File: config.mk
export PLATFORM = sky130hd
export DESIGN_NAME = hicdf_seq
export DESIGN_NICKNAME = d
export VERILOG_FILES = /design/src/rtl/core/hicdf_pkg.sv /design/src/rtl/core/hicdf_seq.sv
export SDC_FILE = /design/constraint.sdc
export NUM_CORES = 1
export LEC_CHECK = 0
export BUFFER_PORTS_ARGS = -buffer_cell sky130_fd_sc_hd__buf_4
export CAP_MARGIN = 20
export CORE_MARGIN = 8
export CORE_UTILIZATION = 40
export DETAILED_ROUTE_END_ITERATION = 7
export PLACE_DENSITY = 0.62
export SLEW_MARGIN = 20
export SYNTH_ARGS = -nofsm -noshare
export SYNTH_HDL_FRONTEND = slang
export SYNTH_SLANG_ARGS = --single-unit
export TNS_END_PERCENT = 100
File: constraint.sdc
create_clock -name clk -period 3.25 [get_ports clk]
set_clock_uncertainty 0.2 [all_clocks]
set_input_delay 0.65 -clock clk [delete_from_list [all_inputs] [get_ports clk]]
set_output_delay 0.65 -clock clk [all_outputs]
set_load 0.01 [all_outputs]
File: src/rtl/core/hicdf_pkg.sv
// Shared types, constants and the control program of the histogram sampler.
// No dependencies; used by the interfaces, the sequencer, the datapath and the top.
package hicdf_pkg;

  localparam int DEF_MAX_BINS      = 1024;
  localparam int DEF_FRACTION_BITS = 16;

  localparam int ACTION_W    = 2;
  localparam int COUNT_W     = 32;
  localparam int UNIFORM_W   = 32;
  localparam int OUT_INDEX_W = 10;
  localparam int OUT_FRAC_W  = 16;
  localparam int SUM_W       = 42;
  localparam logic [SUM_W-1:0] SUM_MAX = {SUM_W{1'b1}};

  localparam logic [ACTION_W-1:0] ACT_CLEAR  = 2'd0;
  localparam logic [ACTION_W-1:0] ACT_APPEND = 2'd1;
  localparam logic [ACTION_W-1:0] ACT_SAMPLE = 2'd2;

  // datapath operations
  localparam int OP_W = 4;
  localparam logic [OP_W-1:0] OP_NOP        = 4'd0;
  localparam logic [OP_W-1:0] OP_LATCH      = 4'd1;
  localparam logic [OP_W-1:0] OP_MUL_LO     = 4'd2;
  localparam logic [OP_W-1:0] OP_MUL_HI     = 4'd3;
  localparam logic [OP_W-1:0] OP_READ_MID   = 4'd4;
  localparam logic [OP_W-1:0] OP_CMP_MID    = 4'd5;
  localparam logic [OP_W-1:0] OP_READ_BASE  = 4'd6;
  localparam logic [OP_W-1:0] OP_LOAD_BASE  = 4'd7;
  localparam logic [OP_W-1:0] OP_LOAD_WIDTH = 4'd8;
  localparam logic [OP_W-1:0] OP_DIV_STEP   = 4'd9;
  localparam logic [OP_W-1:0] OP_EMIT       = 4'd10;
  localparam logic [OP_W-1:0] OP_EMIT_EMPTY = 4'd11;
  localparam logic [OP_W-1:0] OP_UPDATE     = 4'd12;

  // sequencer jump kinds
  localparam int JMP_W = 3;
  localparam logic [JMP_W-1:0] J_NEXT      = 3'd0;
  localparam logic [JMP_W-1:0] J_GOTO      = 3'd1;
  localparam logic [JMP_W-1:0] J_IF_IDLE   = 3'd2;  // no item offered
  localparam logic [JMP_W-1:0] J_IF_NSAMP  = 3'd3;
  localparam logic [JMP_W-1:0] J_IF_EMPTY  = 3'd4;
  localparam logic [JMP_W-1:0] J_IF_SDONE  = 3'd5;
  localparam logic [JMP_W-1:0] J_IF_DMORE  = 3'd6;
  localparam logic [JMP_W-1:0] J_OUT_WAIT  = 3'd7;  // hold while output busy, else target

  // program steps
  localparam int STEP_W = 4;
  localparam logic [STEP_W-1:0] STEP_FETCH      = 4'd0;
  localparam logic [STEP_W-1:0] STEP_DECODE     = 4'd1;
  localparam logic [STEP_W-1:0] STEP_CHECK      = 4'd2;
  localparam logic [STEP_W-1:0] STEP_MUL_LO     = 4'd3;
  localparam logic [STEP_W-1:0] STEP_MUL_HI     = 4'd4;
  localparam logic [STEP_W-1:0] STEP_SEARCH     = 4'd5;
  localparam logic [STEP_W-1:0] STEP_COMPARE    = 4'd6;
  localparam logic [STEP_W-1:0] STEP_READ_BASE  = 4'd7;
  localparam logic [STEP_W-1:0] STEP_LOAD_BASE  = 4'd8;
  localparam logic [STEP_W-1:0] STEP_LOAD_WIDTH = 4'd9;
  localparam logic [STEP_W-1:0] STEP_DIVIDE     = 4'd10;
  localparam logic [STEP_W-1:0] STEP_EMIT       = 4'd11;
  localparam logic [STEP_W-1:0] STEP_EMIT_EMPTY = 4'd12;
  localparam logic [STEP_W-1:0] STEP_UPDATE     = 4'd13;

  typedef struct packed {
    logic [OP_W-1:0]   op;
    logic [JMP_W-1:0]  jmp;
    logic [STEP_W-1:0] target;
  } uword_t;

  typedef struct packed {
    logic [OP_W-1:0] op;
    logic            load;
  } ctrl_t;

  typedef struct packed {
    logic is_sample;
    logic empty;
    logic search_done;
    logic div_more;
    logic out_free;
  } status_t;

  function automatic uword_t ucode(input logic [STEP_W-1:0] step);
    uword_t w;
    unique case (step)
      STEP_FETCH:      w = '{OP_LATCH,      J_IF_IDLE,  STEP_FETCH};
      STEP_DECODE:     w = '{OP_NOP,        J_IF_NSAMP, STEP_UPDATE};
      STEP_CHECK:      w = '{OP_NOP,        J_IF_EMPTY, STEP_EMIT_EMPTY};
      STEP_MUL_LO:     w = '{OP_MUL_LO,     J_NEXT,     STEP_FETCH};
      STEP_MUL_HI:     w = '{OP_MUL_HI,     J_NEXT,     STEP_FETCH};
      STEP_SEARCH:     w = '{OP_READ_MID,   J_IF_SDONE, STEP_READ_BASE};
      STEP_COMPARE:    w = '{OP_CMP_MID,    J_GOTO,     STEP_SEARCH};
      STEP_READ_BASE:  w = '{OP_READ_BASE,  J_NEXT,     STEP_FETCH};
      STEP_LOAD_BASE:  w = '{OP_LOAD_BASE,  J_NEXT,     STEP_FETCH};
      STEP_LOAD_WIDTH: w = '{OP_LOAD_WIDTH, J_NEXT,     STEP_FETCH};
      STEP_DIVIDE:     w = '{OP_DIV_STEP,   J_IF_DMORE, STEP_DIVIDE};
      STEP_EMIT:       w = '{OP_EMIT,       J_OUT_WAIT, STEP_FETCH};
      STEP_EMIT_EMPTY: w = '{OP_EMIT_EMPTY, J_OUT_WAIT, STEP_FETCH};
      STEP_UPDATE:     w = '{OP_UPDATE,     J_GOTO,     STEP_FETCH};
      default:         w = '{OP_NOP,        J_GOTO,     STEP_FETCH};
    endcase
    return w;
  endfunction

endpackage

File: src/rtl/core/hicdf_seq.sv
// Microcode sequencer: step counter, program table lookup and jump logic.
// Depends on hicdf_pkg (program table, ctrl_t, status_t).
module hicdf_seq (
  input  logic                clk,
  input  logic                rst,
  input  logic                in_valid,
  input  hicdf_pkg::status_t  status,
  output hicdf_pkg::ctrl_t    ctrl,
  output logic                ready
);

  logic [hicdf_pkg::STEP_W-1:0] pc;
  logic [hicdf_pkg::STEP_W-1:0] pc_next;
  hicdf_pkg::uword_t            word;

  assign word      = hicdf_pkg::ucode(pc);
  assign ready     = (pc == hicdf_pkg::STEP_FETCH);
  assign ctrl.op   = word.op;
  assign ctrl.load = ready && in_valid;

  always_comb begin
    unique case (word.jmp)
      hicdf_pkg::J_NEXT:     pc_next = pc + 1'b1;
      hicdf_pkg::J_GOTO:     pc_next = word.target;
      hicdf_pkg::J_IF_IDLE:  pc_next = !in_valid ? word.target : pc + 1'b1;
      hicdf_pkg::J_IF_NSAMP: pc_next = !status.is_sample ? word.target : pc + 1'b1;
      hicdf_pkg::J_IF_EMPTY: pc_next = status.empty ? word.target : pc + 1'b1;
      hicdf_pkg::J_IF_SDONE: pc_next = status.search_done ? word.target : pc + 1'b1;
      hicdf_pkg::J_IF_DMORE: pc_next = status.div_more ? word.target : pc + 1'b1;
      hicdf_pkg::J_OUT_WAIT: pc_next = status.out_free ? word.target : pc;
      default:               pc_next = hicdf_pkg::STEP_FETCH;
    endcase
  end

  always_ff @(posedge clk) begin
    if (rst) begin
      pc <= hicdf_pkg::STEP_FETCH;
    end else begin
      pc <= pc_next;
    end
  end

endmodule

* Word-level counts from Yosys, hierarchy flattened
Memory sizes are Yosys's and may differ from the RTL's. A register that Yosys moved wholly into a read port is not among the register bits.
Cells that the tools add are included.
** Word-level totals
- Bits in registers :: 4
- Memory bits (read-only) :: 176
- Output and inout bits :: 6
- Memories kept :: 1
** Cells by class
- Add/subtract/negate cells :: 1
- Eq/ne operators :: 8
- Mux-type cells :: 9
- Reduce and logical (&&, ||, !) cells :: 3
** Memory list
- (no name shown) :: depth 16, bits a word 11, read ports 1, clocked after Yosys merged registers in 1, wr ports 0, line hicdf_pkg.sv:85 : unique case (step)
** Operators by type and width (count)
- $mux W4 :: 8
- $pmux W4 S8 :: 1
- $eq A3 B3 Y1 const B :: 4
- $eq A3 B2 Y1 const B :: 2
- $add A4 B1 Y4 const B :: 1
- $logic_not A4 Y1 :: 1
- $eq A3 B1 Y1 const B :: 1
- $logic_not A3 Y1 :: 1
- $ne A2 B2 Y1 const B :: 1
- $logic_and A1 B1 Y1 :: 1

* Depth between registers and ports, before layout
- Depth after elaboration :: 5
- Mapped depth :: 11
- Depth with buffers taken out :: 11

* Worst setup path after synthesis
Ideal clock, no wire load.
- Path kind :: input to register
- Start point :: input in_valid
- End point :: register, netlist name word[4]
- Library setup time :: 0.121 ns
- Arrival time :: 2.219 ns
- Required time :: 2.929 ns
- Setup slack :: 0.710 ns
- Cell stages on the path :: 8
- Path buffers :: 0
- Path through :: or3b_4 > nand3_2 > o31a_1 > nor2_1 > a311o_1 > ha_1 > mux2i_1 > a21oi_1
** On the way
- Word-level cells in the longest chain between the ends :: 4
** RTL lines
- from (decl) :: line hicdf_seq.sv:6 : input logic in_valid,
- $mux W4 :: line hicdf_seq.sv:25 : hicdf_pkg::J_IF_IDLE: pc_next = !in_valid ? word.target : pc + 1'b1;
- $pmux W4 S8 :: line hicdf_seq.sv:22 : unique case (word.jmp)
- $mux W4 (no source line) (2 in a row)
Every way passes these cells.
A chain may end at the register's enable or synchronous reset.

* Final worst setup path
- Start point :: register pc[0] (netlist bit)
- End point :: register, netlist name word[4]
** On the way
- Word-level cells in the longest chain between the ends :: 5
- Elaborated cells between the ends (all ways) :: 9
** RTL lines
- from (decl) :: line hicdf_seq.sv:12 : logic [hicdf_pkg::STEP_W-1:0] pc;
- from (signal assigned) :: line hicdf_seq.sv:37 : pc <= hicdf_pkg::STEP_FETCH;
- from (signal assigned) :: line hicdf_seq.sv:39 : pc <= pc_next;
- $add A4 B1 Y4
- $mux W4, on equally long branches
- $pmux W4 S8 :: line hicdf_seq.sv:22
- $mux W4 (no source line) * (2 in a row)
Mark *: on every way between the ends. The rest lies on a longest branch, timed or not.

==> results_dict.tcl <==
set metrics [dict create \
    min_path_type "reg2reg" \
    cts_root_buf "clkbuf_4" \
    tightest_slew_ns 0.5473 \
    yosys-top-cells-count "dfxtp_1 (15), nand2_1 (11), inv_1 (10)" \
    via_per_inst 5.487 \
    cts_sinks 15 \
    hold_slack_ns 0.5334 \
    finalSetupViolations 0 \
    synth_area_um2 1051 \
    synth.area.top_cells "dfxtp_1 (29%), ha_1 (8.3%), mux2i_1 (4.8%), nand2_1 (3.9%), buf_4 (3.6%)" \
    totalWireLength_mm 2.122 \
    dp_slack_ns 0.4903 \
    drcViolationCount 0 \
    first_global_vias 830 \
    synth_top_area_cell "dfxtp_1" \
    htree_num_levels 1 \
    hpwl_mm 1.693 \
    cp_slowest_cell "dfxtp_1" \
    core_um2 2477 \
    power_density_nw_per_um2 934.1 \
    postCtsSetupBuffers 0 \
    cp_common_cell "nor3_1" \
    dieArea_um2 4524 \
    crit_path_cell_trace "inv_1, ha_1, o41ai_1, nand2_1, nor3_1, nor3_1, nand2b_1, inv_1, ha_1, nor3_1, a21oi_1" \
    place_congestion 0.8579 \
    status "completed" \
    cts_buffers 3 \
    cts_resized 0 \
    area_growth_pct 8.810 \
    ys.flop_type "dfxtp_1" \
    slew_violations 0 \
    worstPathArrival_ns 2.52 \
    grt_util_all_layers_pct 10.04 \
    synthDominantCellAreaShare_pct 28.57 \
    die_x_um 67.26 \
    diodes 0 \
    cts_hold_buf 0 \
    slowest_delay_ns 0.42 \
    rsz0062_at_grt "false" \
    slew_headroom_pct 63.40 \
    start_util_pct 42.42 \
    ys_types 42 \
    synth_cells 113 \
    grt_pass1_wl_mm 3.601 \
    total_power_w 0.001068 \
    clock_path_buffers 2 \
    nNetsFinal 138 \
    initialDrtViolationCount 34 \
    grt_max_degree 13 \
    antenna_found_initial 0 \
    num_io_pins 14 \
    port_buffers 13 \
    drive_gt1_share_pct 22.95 \
    vias 834 \
    worst_setup_path_end_kind "flip-flop" \
    async_reset_ff_share_pct 0 \
    die_y_um 67.26 \
    timing.final.ws_setup_ns 0.6693 \
    tns_ns 0 \
    seq_area_frac_synth_pct 28.57 \
    synth_edf_count 0 \
    period_share_pct 79.41 \
    cts_tree "yes" \
    utilization_pct 46.16 \
    fmax_mhz 387.5 \
    criticalPathCategory "reg2reg" \
    synth_nets 128 \
    worstHoldPathCells 4 \
    vdd.ir_drop.worst_uv 477.0 \
    finalHoldViolCount 0 \
    clk_latency_ns 0.27 \
    cap_viol_max_count 0 \
    leakagePower_nw 0.5429 \
    ys_seq_elements 15 \
    globalRouteOverflowTotal 0 \
    yosys_warnings 0 \
    path_clk_slew_ns 0.08 \
    wl_per_cell_um 13.96 \
    rows 18 \
    avgSynthCellArea_um2 9.301 \
    required_ns 3.19 \
    synth_most_common_cell "dfxtp_1" \
    drt_first_pass_iters 4 \
    min_period_ns 2.581 \
    crit_path_max_fanout 6 \
    antenna_left 0 \
    rr_worst_depth 11 \
    worst_setup_path_start_kind "flip-flop" \
]
logic make-up (layout without fill, tap and decap cells):
kind of cell / count (synthesis) / in the layout / share of synthesized area [%]
mux: 6 / 6 / 6.190
fa+ha+maj: 7 / 7 / 8.333
xor+xnor: 1 / 1 / 1.548
buf+inv: 20 / 29 / 11.90
compound gates: 17 / 17 / 14.17
simple gates: 47 / 47 / 29.29
flops: 15 / 15 / 28.57
layer usage:
metal | vias to the layer above | wire [µm] | GRT usage (%)
li1 | 420 | - | -
met1 | 394 | 959 | 11.95
met2 | 15 | 1030 | 17.44
met3 | 5 | 100 | 1.821
met4 | 0 | 32 | 3.916
met5 | - | 0 | 0
worst paths after layout:
kind                    to  slack, ns   from
hold / removal    word[10]       0.53  pc[1]
setup / recovery   word[4]       0.67  pc[0]
setup reg to reg   word[4]       0.67  pc[0]
hold reg to reg   word[10]       0.53  pc[1]
cell type report:
type / instances / area, µm²
Inverter: 11 / 48.80
Clock buffer: 4 / 26.28
Tap cell: 30 / 37.54
Timing Repair Buffer: 14 / 105.1
Fill cell: 272 / 1334
Multi-Input combinational cell: 78 / 625.6
Sequential cell: 15 / 300.3
state kept, by name (all words and copies together), names as in the netlist:
| signal | count |
|---|---|
| pc | 4 |
| word | 11 |
layout by cell type (no fill, tap or decap), types with 4 or more instances in the layout:
cell type | synthesis | final
inv_1 | 10 | 10
mux2i_1 | 5 | 5
ha_1 | 7 | 7
nand3_1 | 4 | 4
buf_4 | 5 | 14
nand2_1 | 11 | 11
nor3_1 | 5 | 5
dfxtp_1 | 15 | 15
through the flow:
step	area, µm²	std cells
3_3_place_gp	1117	148
3_5_place_dp	1117	148
4_1_cts	1144	152
6_report	1144	152
5_1_grt	1144	152
2_1_floorplan	1051	113
where the power goes:
part           switching (W)  total (W)  internal (W)
registers          0.0000753   0.000337      0.000261
clock network      0.0000510  0.0000986     0.0000476
logic               0.000331   0.000633      0.000302
worst max-delay path, delay by kind of cell (launching register included):
family / cells / cell delay (ns)
AOI/OAI and AO/OA: 2 / 0.31
adders and majority gates: 2 / 0.56
buffers and inverters: 2 / 0.20
DFF: 1 / 0.42
and+or+nand+nor: 5 / 0.75
(Power assumes the default switching activity.)
